**src/rtl/gpr_pkg.sv**
```systemverilog
// Package of the pyramid reduce block: sizes, register codes, job type and helpers.
package gpr_pkg;

  localparam int MAX_WIDTH_DEF   = 1024;
  localparam int MAX_HEIGHT_DEF  = 4096;
  localparam int PIXEL_BITS_DEF  = 8;
  localparam int WIDTH_REG_BITS  = 11;
  localparam int HEIGHT_REG_BITS = 13;
  localparam int COL_BITS        = 9;
  localparam int ROW_BITS        = 11;
  localparam int QUEUE_DEPTH     = 4;
  localparam int ADDR_BITS       = 3;

  typedef enum logic {
    REG_WIDTH  = 1'b0,
    REG_HEIGHT = 1'b1
  } reg_idx_t;

  // One queued job: the outputs that one input pixel completes.
  typedef struct packed {
    logic [1:0]          dy_first;
    logic [1:0]          ny;
    logic [1:0]          dx_first;
    logic [1:0]          nx;
    logic [ROW_BITS-1:0] orow;
    logic [COL_BITS-1:0] ocol;
    logic                frame;
  } job_meta_t;

  function automatic logic [2:0] tap_weight(input logic [2:0] i);
    logic [2:0] w;
    case (i)
      3'd0:    w = 3'd1;
      3'd1:    w = 3'd4;
      3'd2:    w = 3'd6;
      3'd3:    w = 3'd4;
      3'd4:    w = 3'd1;
      default: w = 3'd0;
    endcase
    return w;
  endfunction

  // Window index of tap i for a centre that lies d places before the newest one.
  function automatic logic [2:0] win_sel(input logic [1:0] d, input logic [2:0] i);
    logic [3:0] t;
    t = {2'b00, d} + 4'd2 - {1'b0, i};
    if (t[3]) return 3'd4;
    return 3'd4 - t[2:0];
  endfunction

endpackage

```
**src/rtl/gpr_queue.sv**
```systemverilog
// Small job queue between the front end and the blur back end.
module gpr_queue import gpr_pkg::*; #(
  parameter int WIDTH = 8
) (
  input  logic             clk,
  input  logic             rst,
  input  logic             push,
  input  logic [WIDTH-1:0] push_data,
  output logic             full,
  input  logic             pop,
  output logic             head_valid,
  output logic [WIDTH-1:0] head_data
);

  localparam int PW = $clog2(QUEUE_DEPTH);

  logic [WIDTH-1:0] slots [QUEUE_DEPTH];
  logic [PW-1:0] wr_ptr, rd_ptr;
  logic [PW:0] count;

  assign full       = (count == (PW+1)'(QUEUE_DEPTH));
  assign head_valid = (count != '0);
  assign head_data  = slots[rd_ptr];

  always_ff @(posedge clk) begin
    if (rst) begin
      wr_ptr <= '0;
      rd_ptr <= '0;
      count  <= '0;
    end else begin
      if (push) wr_ptr <= wr_ptr + PW'(1);
      if (pop) rd_ptr <= rd_ptr + PW'(1);
      count <= count + (PW+1)'(push) - (PW+1)'(pop);
    end
  end

  always_ff @(posedge clk) begin
    if (push) slots[wr_ptr] <= push_data;
  end

endmodule

```
**config.mk**
```make
export PLATFORM = sky130hd
export DESIGN_NAME = gpr_queue
export DESIGN_NICKNAME = d
export VERILOG_FILES = /design/src/rtl/gpr_pkg.sv /design/src/rtl/gpr_queue.sv
export SDC_FILE = /design/constraint.sdc
export NUM_CORES = 1
export LEC_CHECK = 0
export BUFFER_PORTS_ARGS = -buffer_cell sky130_fd_sc_hd__buf_2
export CAP_MARGIN = 25
export CORE_MARGIN = 3
export CORE_UTILIZATION = 30
export CTS_BUF_LIST = sky130_fd_sc_hd__clkbuf_4
export DETAILED_ROUTE_END_ITERATION = 10
export GPL_TIMING_DRIVEN = 0
export SLEW_MARGIN = 20
export SYNTH_ARGS = -nofsm -noshare
export SYNTH_HDL_FRONTEND = slang
export SYNTH_SLANG_ARGS = --single-unit
```
**constraint.sdc**
```tcl
create_clock -name clk -period 1.55 [get_ports clk]
set_input_delay 0 -clock clk [delete_from_list [all_inputs] [get_ports clk]]
set_output_delay 0 -clock clk [all_outputs]
set_load 0.01 [all_outputs]
```
=== Word-level counts from Yosys, hierarchy flattened ===
Memories as Yosys holds them, arrays and structs flattened. A register that Yosys moved wholly into a read port is not among the register bits.
Cells that the tools add are included.

* Word-level logic and storage cells: 14
* Bits of input ports: 12
* Memory bits (writable): 32
* Memories kept: 1
* Output and inout port bits: 10
* Register bits after elaboration: 7

{| class="wikitable"
|+ Memories
! name !! depth !! bits a word !! rd ports !! clocked after Yosys merged registers in !! wr ports !! line !! text
|-
| slots || 4 || 8 || 1 || 1 || 1 || gpr_queue.sv:17 || <nowiki>logic [WIDTH-1:0] slots [QUEUE_DEPTH];</nowiki>
|}

* Add/subtract/negate cells: 4
* Multiplexer cells: 4
* Reductions and logical operators: 1
* Eq/ne operators: 1

{| class="wikitable"
|+ Operator list
! kind !! count
|-
| adder 2 x 1 -> 2 bit (second input constant) || 2
|-
| 2-to-1 mux 2 bit || 2
|-
| adder 3 x 1 -> 3 bit || 1
|-
| equality test 3 bit (second input constant) || 1
|-
| nonzero test 3 bit || 1
|-
| subtractor 3 x 1 -> 3 bit || 1
|-
| 2-to-1 mux 1 bit || 2
|}

=== Logic depth before layout (Yosys ltp) ===
* Depth in word-level cells: 3
* Mapped depth: 7
* Depth with buffers taken out: 7

=== Worst setup path before layout ===
Ideal clock, no wire load.

* Path type: flip-flop to flip-flop
* From: reg count[0]
* To: reg count[2]
* Data arrival time: 1.382 ns
* Path buffers: 0
* Library setup time: 0.110 ns
* Data required time: 1.440 ns
* Cell stages (with the launch flop): 8
* Path slack: 0.058 ns
* Clock period less this slack: 1.492 ns
* Cells stage by stage: dfxtp_1 > inv_1 > ha_1 > inv_1 > ha_1 > fa_1 > xor3_1 > nor2_1

* Cells in the longest elaborated chain, start to end: 2

{| class="wikitable"
|+ Ends and longest elaborated chain
! item !! line !! text
|-
| start, declared || gpr_queue.sv:19 || <nowiki>logic [PW:0] count;</nowiki>
|-
| start signal, assigned || gpr_queue.sv:33 || <nowiki>count <= count + (PW+1)'(push) - (PW+1)'(pop);</nowiki>
|-
| adder 3 x 1 -> 3 bit || gpr_queue.sv:33 ||
|-
| subtractor 3 x 1 -> 3 bit || gpr_queue.sv:33 ||
|}

No other way between the ends.
A chain may end at the register's enable or synchronous reset.

=== Worst setup path after layout ===
* From: reg count[0]
* To: reg count[1]

Same word-level chain as after synthesis.

==> impl_metrics.yaml <==
worst_setup_path:
  cp_top_family: "adder cells"
  path_cells: "inv_2, ha_4, inv_2, ha_4, fa_2, nor2b_2"
  crit_required_ns: 1.82
  endpoint_kind: "flip-flop"
  slowest_stage: "fa_2"
  critPathMaxFanout: 2
  criticalPathCategory: "flip-flop to flip-flop"
  slowest_delay_ns: 0.51
  critPathLaunch: "count[0]$_SDFF_PP0_"
  r2r_start: "count[0]$_SDFF_PP0_"
  worstPathArrival_ns: 1.81
  cp-start-kind: "flip-flop"
  worst-path-buf-inv: 2
detailed_routing:
  antenna_left: 0
  post-route-drc-count: 0
  routed_via_density: 4.421
  num_vias: 840
  first_pass_iters: 4
  drtIter0Drc: 39
  avgRoutedWirePerCell_microns: 14.21
  routed_wl_microns: 2699
cts:
  clockRootBuffer: "clkbuf_4"
  clkTransAtPathRegs_ns: 0.11
  cts.sinks: 41
  htreeDepth: 2
  numCtsBuffers: 5
  cts_buffer_depth: 2
  clk_latency_ns: 0.34
  cts_tree: "yes"
  post_cts_buffers: 0
grt:
  grt_pass1_wl_microns: 4429
  grt_use_total_pct: 9.642
  grt_pass1_vias: 964
  antenna_found_initial: 0
  grt_max_degree: 14
  overflow: 0
die:
  ios: 22
  core_area_sq_mm: 0.004942
  row_count: 25
  dieWidth_microns: 78.98
  dieHeight_microns: 78.98
  start_util_pct: 32.33
  die_area_sq_mm: 0.006238
timing:
  grt_setup_unrepaired: "true"
  finalSetupTns_ns: 0
  finalSetupViolCount: 0
  max_freq_mhz: 651.4
  hold_viol: 0
  tightest_slew_ns: 0.4754
  final.min_clock_period_ns: 1.535
  final.setup.worst_slack_ns: 0.01483
  fin_crit_sh_pct: 99.04
  slew_headroom_pct: 68.30
  slew_viol_final: 0
  whs_ns: 0.03486
  fin_skew_ns: 0.01315
final_layout:
  syn_to_final_growth_pct: 26.08
  nNetsFinal: 141
  fin_util_pct: 40.76
  final_layout_size_suffix_gt1_share_pct: 38.21
  num_antenna_cells: 0
  stdcell_area_sq_mm: 0.002014
  multi_input_area_sq_um: 447.9
  instances_no_fill: 190
  regArea_sq_mm: 0.001144
  nFillCells: 482
synth:
  yosysWarnings: 0
  netlist-cell-type-count: 19
  synth-seq-cells: 41
  synth_seq_area_share_pct: 71.42
  netlist_area_sq_mm: 0.001598
  syn_area_per_cell_sq_um: 19.02
  syn_inst: 84
  syn-num-nets: 103
pwr:
  cellLeakagePower_nw: 0.7289
  ir_worst_vdd_mv: 0.5044
  p_switching_mw: 0.5457
  power_density_mw_per_mm2: 1104
  combPwrFrac_pct: 19.2
  pwr-share-seq_pct: 58.4
  finalPower_mw: 2.224
  internal_power_mw: 1.678
  clockPowerShare_pct: 22.4
  switching_share_pct: 24.54
place:
  dp_hpwl_microns: 1816
  place_inst: 172
  post-place-ws_ns: -0.08210
  dpl_cell_area_sq_mm: 0.001787
  gp_congestion: 0.6965
  buffer_ports.inserted: 21
worst_hold_path:
  hold_start: "push"
  hold_path.class: "primary input to flip-flop"
run_status:
  status: "finished, final reports clean"
job:
  cap_violations: 0
state kept, by name (all words and copies together), names as in the netlist, named ones only:
signal,count
slots,32
count,3
rd_ptr,2
wr_ptr,2
cell usage in the layout, fill, tap and decap left out, types with 2 or more instances in the layout:
master	netlist	layout
dlygate4sd3_1	0	10
nor2_1	5	5
inv_2	0	2
dfxtp_2	0	2
dfxtp_1	9	7
inv_1	6	4
xnor2_1	2	2
ha_1	6	4
edfxtp_1	32	32
buf_6	1	5
ha_4	0	2
and2_1	4	4
buf_2	0	16
clkbuf_4	0	5
mux4_2	8	8
synth_stat cells (all sizes together):
library cell	n	area (sq um)
and2	4	25.02
xor3	1	23.77
clkbuf	1	5.000
fa	1	20.02
or3	1	6.260
mux2i	1	10.01
a21bo	1	10.01
buf	1	11.26
xnor2	2	17.52
inv	6	22.52
nand3b	1	7.510
a21oi	1	5.000
dfxtp	9	180.2
and3	1	6.260
edfxtp	32	960.9
nor2	5	18.77
nor2b	2	12.51
mux4	8	180.2
ha	6	75.07
final timing paths:
| path | to | slack (ns) | cells after the start |
|---|---|---|---|
| max | count[1]$_SDFF_PP0_ | 0.01 | 6 |
| min | wr_ptr[0]$_SDFFE_PP0P_ | 0.03 | 3 |
| max reg2reg | count[1]$_SDFF_PP0_ | 0.01 | 6 |
| min reg2reg | rd_ptr[1]$_SDFFE_PP0P_ | 0.56 | 2 |
cells by family (layout without fill, tap and decap cells):
logic type | count (synthesis) | after routing | share of synthesized area, %
DFF | 41 | 41 | 71.42
adders and majority gates | 7 | 7 | 5.951
xor gates and xnor gates | 3 | 3 | 2.584
and+or+nand+nor | 14 | 14 | 4.777
muxes | 9 | 9 | 11.90
buffers and inverters | 8 | 47 | 2.427
AOI/OAI and AO/OA | 2 | 2 | 0.9394
final cells by class:
| class | instances | share of cell area (%) |
|---|---|---|
| tap | 67 | 4.161 |
| buffer | 2 | 1.242 |
| inverter | 6 | 1.118 |
| multi-input combinational | 35 | 22.24 |
| clock buffer | 5 | 1.863 |
| clock inverter | 3 | 0.8696 |
| timing repair buffer | 31 | 11.74 |
| sequential | 41 | 56.77 |
power groups by stage:
stage / Sequential (mW) / Clock (mW) / Combinational [mW]
2_1_floorplan: 1.31 / 0 / 0.241
3_3_place_gp: 1.31 / 0 / 0.339
3_5_place_dp: 1.32 / 0 / 0.358
4_1_cts: 1.30 / 0.524 / 0.399
5_1_grt: 1.31 / 0.564 / 0.476
6_report: 1.30 / 0.498 / 0.427
worst reg2reg max path: stages (launching register included):
cell and delay [ns]:
dfxtp_2 0.35, inv_2 0.05, ha_4 0.25, inv_2 0.04, ha_4 0.15, fa_2 0.51, nor2b_2 0.13
repair_timing:
item                                   in CTS  in global routing
endpoints found under the hold margin      41                  0
gates resized for setup                     8                  8
pin swaps                                   1                  0
setup endpoints to repair                   5                 10
hold buffers                               10                  0
per-layer routing:
| metal | global-route usage (%) | vias up | share of wire [%] |
|---|---|---|---|
| met5 | 0 | - | 0 |
| met4 | 4.639 | 0 | 2.0 |
| met3 | 2.834 | 7 | 4.6 |
| met2 | 16.67 | 22 | 53 |
| met1 | 10.86 | 422 | 41 |
| li1 | - | 389 | - |
Power figures use the tool's default switching activity.
