[src/rtl/gpr_pkg.sv]
// Package of the pyramid reduce block: sizes, register codes, job type and helpers.
package gpr_pkg;

  localparam int MAX_WIDTH_DEF   = 1024;
  localparam int MAX_HEIGHT_DEF  = 4096;
  localparam int PIXEL_BITS_DEF  = 8;
  localparam int WIDTH_REG_BITS  = 11;
  localparam int HEIGHT_REG_BITS = 13;
  localparam int COL_BITS        = 9;
  localparam int ROW_BITS        = 11;
  localparam int QUEUE_DEPTH     = 4;
  localparam int ADDR_BITS       = 3;

  typedef enum logic {
    REG_WIDTH  = 1'b0,
    REG_HEIGHT = 1'b1
  } reg_idx_t;

  // One queued job: the outputs that one input pixel completes.
  typedef struct packed {
    logic [1:0]          dy_first;
    logic [1:0]          ny;
    logic [1:0]          dx_first;
    logic [1:0]          nx;
    logic [ROW_BITS-1:0] orow;
    logic [COL_BITS-1:0] ocol;
    logic                frame;
  } job_meta_t;

  function automatic logic [2:0] tap_weight(input logic [2:0] i);
    logic [2:0] w;
    case (i)
      3'd0:    w = 3'd1;
      3'd1:    w = 3'd4;
      3'd2:    w = 3'd6;
      3'd3:    w = 3'd4;
      3'd4:    w = 3'd1;
      default: w = 3'd0;
    endcase
    return w;
  endfunction

  // Window index of tap i for a centre that lies d places before the newest one.
  function automatic logic [2:0] win_sel(input logic [1:0] d, input logic [2:0] i);
    logic [3:0] t;
    t = {2'b00, d} + 4'd2 - {1'b0, i};
    if (t[3]) return 3'd4;
    return 3'd4 - t[2:0];
  endfunction

endpackage

[src/rtl/gpr_back.sv]
// Back end: walks the outputs of each job and computes the separable blur.
module gpr_back import gpr_pkg::*; #(
  parameter int PIXEL_BITS = PIXEL_BITS_DEF
) (
  input  logic                     clk,
  input  logic                     rst,
  input  logic                     head_valid,
  input  job_meta_t                head_meta,
  input  logic [25*PIXEL_BITS-1:0] head_win,
  output logic                     pop,
  output logic                     out_valid,
  input  logic                     out_stall,
  output logic [PIXEL_BITS-1:0]    reduced_value,
  output logic [COL_BITS-1:0]      out_col,
  output logic [ROW_BITS-1:0]      out_row,
  output logic                     last_of_run,
  output logic                     frame_done
);

  localparam int VW = PIXEL_BITS + 4;
  localparam int HW = PIXEL_BITS + 9;

  logic adv, issue, last_x, last_y;
  logic yi, xi;
  logic [1:0] dy, dx;
  logic [VW-1:0] vsum [5];

  logic                a_valid;
  logic [VW-1:0]       a_v [5];
  logic [1:0]          a_dx;
  logic [ROW_BITS-1:0] a_row;
  logic [COL_BITS-1:0] a_col;
  logic                a_last, a_frame;
  logic [HW-1:0]       hsum;

  assign adv    = !out_valid || !out_stall;
  assign issue  = adv && head_valid;
  assign last_x = ({1'b0, xi} == head_meta.nx - 2'd1);
  assign last_y = ({1'b0, yi} == head_meta.ny - 2'd1);
  assign pop    = issue && last_x && last_y;
  assign dy     = head_meta.dy_first - {yi, 1'b0};
  assign dx     = head_meta.dx_first - {xi, 1'b0};

  always_comb begin
    for (int j = 0; j < 5; j++) begin
      vsum[j] = '0;
      for (int i = 0; i < 5; i++)
        vsum[j] = vsum[j] + VW'(tap_weight(3'(i))) *
                  VW'(head_win[(32'(win_sel(dy, 3'(i))) * 5 + j) * PIXEL_BITS +: PIXEL_BITS]);
    end
  end

  always_ff @(posedge clk) begin
    if (rst) begin
      yi      <= 1'b0;
      xi      <= 1'b0;
      a_valid <= 1'b0;
      out_valid <= 1'b0;
    end else if (adv) begin
      a_valid   <= issue;
      out_valid <= a_valid;
      if (issue) begin
        if (last_x) begin
          xi <= 1'b0;
          yi <= last_y ? 1'b0 : 1'b1;
        end else begin
          xi <= 1'b1;
        end
      end
    end
  end

  always_ff @(posedge clk) begin
    if (adv) begin
      a_v     <= vsum;
      a_dx    <= dx;
      a_row   <= head_meta.orow + ROW_BITS'(yi);
      a_col   <= head_meta.ocol + COL_BITS'(xi);
      a_last  <= last_x && last_y;
      a_frame <= last_x && last_y && head_meta.frame;
    end
  end

  always_comb begin
    hsum = HW'(128);
    for (int i = 0; i < 5; i++)
      hsum = hsum + HW'(tap_weight(3'(i))) * HW'(a_v[win_sel(a_dx, 3'(i))]);
  end

  always_ff @(posedge clk) begin
    if (adv) begin
      reduced_value <= hsum[PIXEL_BITS+7:8];
      out_col       <= a_col;
      out_row       <= a_row;
      last_of_run   <= a_last;
      frame_done    <= a_frame;
    end
  end

endmodule

[config.mk]
export PLATFORM = sky130hd
export DESIGN_NAME = gpr_back
export DESIGN_NICKNAME = d
export VERILOG_FILES = /design/src/rtl/gpr_pkg.sv /design/src/rtl/gpr_back.sv
export SDC_FILE = /design/constraint.sdc
export NUM_CORES = 1
export LEC_CHECK = 0
export ABC_AREA = 1
export ABC_CLOCK_PERIOD_IN_PS = 9300
export BUFFER_PORTS_ARGS = -buffer_cell sky130_fd_sc_hd__buf_4
export CAP_MARGIN = 30
export CELL_PAD_IN_SITES_DETAIL_PLACEMENT = 1
export CELL_PAD_IN_SITES_GLOBAL_PLACEMENT = 1
export CORE_MARGIN = 2
export CORE_UTILIZATION = 35
export CTS_CLUSTER_DIAMETER = 80
export DETAILED_ROUTE_END_ITERATION = 8
export GPL_ROUTABILITY_DRIVEN = 0
export PLACE_DENSITY = 0.75
export REMOVE_ABC_BUFFERS = 1
export SETUP_SLACK_MARGIN = 0.3
export SYNTH_ARGS = -nofsm -noshare
export SYNTH_HDL_FRONTEND = slang
export SYNTH_SLANG_ARGS = --single-unit
export TNS_END_PERCENT = 100
[constraint.sdc]
create_clock -name clk -period 9.3 [get_ports clk]
set_input_delay 1.86 -clock clk [delete_from_list [all_inputs] [get_ports clk]]
set_output_delay 1.86 -clock clk [all_outputs]
set_load 0.05 [all_outputs]
### After elaboration in Yosys (flattened, before gate mapping)

Index checks and enable logic that the tools add are counted.

* register bits: 118
* word-level logic and storage cells: 195
* bits of input ports: 233

* multiplexer cells: 47
* $mul: 11
* bitwise operators: 5
* reduce and logical (&&, ||, !) cells: 10
* shift operators: 25
* magnitude comparators: 5
* equal/unequal tests: 2
* add/sub/neg operators: 71

Operators by type and width (count)
* $shiftx 200x11->8: 20
* $shiftx 200x10->8: 5
* $bmux 12 s3: 5
* $mux 12: 10
* $add 6x2->7 const B: 10
* $add 11x11->12: 5
* $add 12x10->12: 5
* $add 12x8->12: 5
* $mux 3: 20
* $add 8x10->11: 5
* $mul 2x8->10 const A: 5
* $add 6x1->7 const B: 5
* $add 6x3->7 const B: 5
* $mul 3x3->6 const B: 5
* $sub 3x3->3 const A: 10
* $ge 4x4->1 const B: 5
* $not 3->4: 5
* $add 15x15->16: 1
* $add 16x12->16: 1
* $add 16x14->16: 1
* $sub 4x2->4 const B: 4
* $add 13x14->15: 1
* $mul 2x12->14 const A: 1
* $add 8x12->13 const A: 1
* other kinds (14): 36

### Longest topological paths before layout

* word-level depth: 12
* gate-level depth with buffers: 32
* gate-level depth less buffers: 30

### Worst setup path before layout

OpenSTA, ideal clock, no wires.

* path kind: in2out
* start point: in out_stall
* end point: out pop
* slack: 1925 ps
* required time: 7440 ps
* buffers on the path: 0
* data arrival time: 5515 ps
* cell stages on the path: 3
* cell sequence: nand2_1 nand3_1 nor2_1

* cells in the longest elaborated chain, start to end: 5

Ends and longest elaborated chain
* from (decl): line gpr_back.sv:12 `input logic out_stall,`
* $logic_not 1->1: line gpr_back.sv:36 `assign adv = !out_valid || !out_stall;`
* $logic_or 1x1->1: line gpr_back.sv:36
* $logic_and 1x1->1: line gpr_back.sv:37 `assign issue = adv && head_valid;`
* $logic_and 1x1->1 (2 in series): line gpr_back.sv:40 `assign pop = issue && last_x && last_y;`
* to (decl): line gpr_back.sv:10 `output logic pop,`

Every way passes these cells.

==> flow_summary.json <==
{
  "status": "finished, final reports clean",
  "path_class": "in2reg",
  "chipWidth_microns": 245,
  "max_cap_viol_count": 0,
  "dp.cells": 3714,
  "grt_antenna_before_repair": 0,
  "start_util": 0.352,
  "cts_tree": "built",
  "nets": 3517,
  "totalWireLength_microns": 81700,
  "rsz0062_at_grt": "no",
  "finalHoldViolCount": 0,
  "crit_top_cell": "fa_1",
  "die_h_microns": 245,
  "final_area_sq_um": 23500,
  "setup_viol": 0,
  "synth_ff_type": "edfxtp_1",
  "critical_path.max_fanout": 35,
  "postSynthRegisterBits": 118,
  "postCtsSetupRepairBufs": 0,
  "slowest_delay_ns": 0.59,
  "fin_crit_sh": 0.847,
  "drtPass1Iterations": 6,
  "ant_nets": 0,
  "drive_above_1_share": 0.124,
  "h-tree-depth": 4,
  "yosysTopAreaCell": "edfxtp_1",
  "cp-start-kind": "input port",
  "antenna_cells": 0,
  "slew_violations": 0,
  "dieArea_sq_um": 59800,
  "cp.required_ns": 9.47,
  "fillers": 7300,
  "drc": 0,
  "grt.overflow.total": 0,
  "avgSynthCellArea_sq_um": 7.24,
  "rows": 88,
  "path_clk_slew_ns": 0.06,
  "viasPerCell": 5.76,
  "tightest_slew_ns": 0.966,
  "clk_latency_ns": 0.43,
  "port_buffers": 264,
  "area_growth_pct": 16.0,
  "final_cells": 3747,
  "grt_pass1_vias": 22374,
  "async_reset_ff_frac": 0,
  "drt_iter0_drc": 1587,
  "timing.rr.start": "a_dx[0]",
  "holdBufCountCts": 0,
  "grt_pass1_wl_microns": 125000,
  "io_pins": 265,
  "min_path_type": "reg2reg",
  "dp_hpwl_microns": 63300,
  "vias": 21600,
  "synth_top_area_share": 0.169,
  "final_common_cell": "nand2_1",
  "skew_ns": 0.0136,
  "cts_root_buf": "clkbuf_16",
  "clock-sinks": 118,
  "critPathArrivalTime_ns": 8.05,
  "syn_area_sq_um": 20300,
  "startpoint": "head_meta[28]",
  "min_from": "a_col[0]",
  "max_freq_mhz": 127,
  "end_kind": "flip-flop",
  "cts_resized": 0,
  "ys_seq_area_frac": 0.173,
  "detail_route.wl_per_cell_microns": 21.8,
  "final_cell_mix": "nand2_1, inv_1, buf_4, o21ai_0, nor2_1",
  "syn_inst": 2796,
  "ys_top_cells_by_area": "edfxtp_1, fa_1, nand2_1",
  "grt_max_degree": 78,
  "core_sq_um": 57500,
  "relSlewSlack": 0.355,
  "cts_buffers": 17,
  "holdWs_ns": 0.420,
  "fin_util": 0.409,
  "synth.distinct_cells": 57,
  "ys_warn_count": 0,
  "slowest_stage": "ha_4",
  "grt_use_total": 0.266,
  "synth_edf_count": 114,
  "clockBufferDepth": 2,
  "placed_cell_area_sq_um": 22900,
  "period_needed_ns": 7.88
}
==> routing by layer <==
metal,routed length (microns),share of wire,vias up,GRT usage
li1,-,-,9807,-
met5,0,0,-,0
met3,5430,0.066,198,0.0319
met4,3600,0.044,0,0.121
met1,34300,0.42,10645,0.340
met2,38400,0.47,950,0.449
==> final cells by class <==
class,count,area [sq um],area share
Clock buffer,18,429,0.0183
Clock inverter,14,191,0.00815
Inverter,435,1640,0.0696
Multi-Input combinational cell,2094,14500,0.616
Sequential cell,118,3500,0.149
Tap cell,765,957,0.0407
Timing Repair Buffer,303,2300,0.0978
==> registers in the layout, summed over array words and instances (netlist names) <==
register	count
a_col	9
a_dx	2
a_frame	1
a_last	1
a_row	11
a_v	60
a_valid	1
frame_done	1
last_of_run	1
out_col	9
out_row	11
out_valid	1
reduced_value	8
xi	1
yi	1
==> final timing paths <==
check | to | slack, ns | cells past startpoint
worst max register to register | reduced_value[4] | 1.68 | 31
worst min-delay path | out_col[0] | 0.42 | 0
worst min register to register | out_col[0] | 0.42 | 0
worst max-delay path | a_v[21] | 1.42 | 25
==> metrics by stage <==
step,setup TNS (ns),setup WS (ns)
after floorplan,-1.98,-0.325
final,0,1.42
after CTS,0,1.48
after global placement,0,1.37
after detailed placement,0,1.04
after global routing,0,1.04
==> logic make-up (layout without fill, tap and decap cells) <==
kind of cell,count (synthesis),in the layout,share of synthesized area
AO/OA/AOI/OAI,792,792,0.240
XOR/XNOR,93,93,0.0406
adder cells (fa/ha/maj),315,315,0.252
buffers and inverters,584,770,0.114
flip-flops,118,118,0.173
multiplexers,16,16,0.00791
AND/OR/NAND/NOR,878,878,0.172
==> critical path: cells and delay by family <==
kind / cells / cell delay [ns]
xor gates and xnor gates: 3 / 0.50
AOI/OAI and AO/OA: 4 / 1.00
and+or+nand+nor: 4 / 0.37
adders and majority gates: 7 / 3.09
buffers and inverters: 7 / 1.20
==> cells in the mapped netlist (3+ instances only) <==
cell	n
o32ai_1	3
inv_2	10
o221ai_1	20
nand2_1	573
o22ai_1	91
buf_6	3
a22oi_1	13
a32oi_1	52
a21o_1	4
o21bai_1	4
buf_4	9
nor3b_1	3
or2_2	5
mux2i_1	16
a32o_1	45
o21ai_1	10
xnor2_1	31
a211oi_1	22
nand4_1	11
nor2_1	211
o21ai_0	299
inv_1	423
dfxtp_1	4
o31ai_1	4
fa_1	155
o2111ai_1	10
edfxtp_1	114
buf_2	50
buf_1	3
nor3_1	5
nand3_1	59
xor2_1	61
o211ai_1	23
ha_1	160
a21oi_1	178
clkbuf_1	84
Power is left out: the tool's default activity adds up to more than one toggle a clock period on the data nets, which glitch-free logic cannot reach.
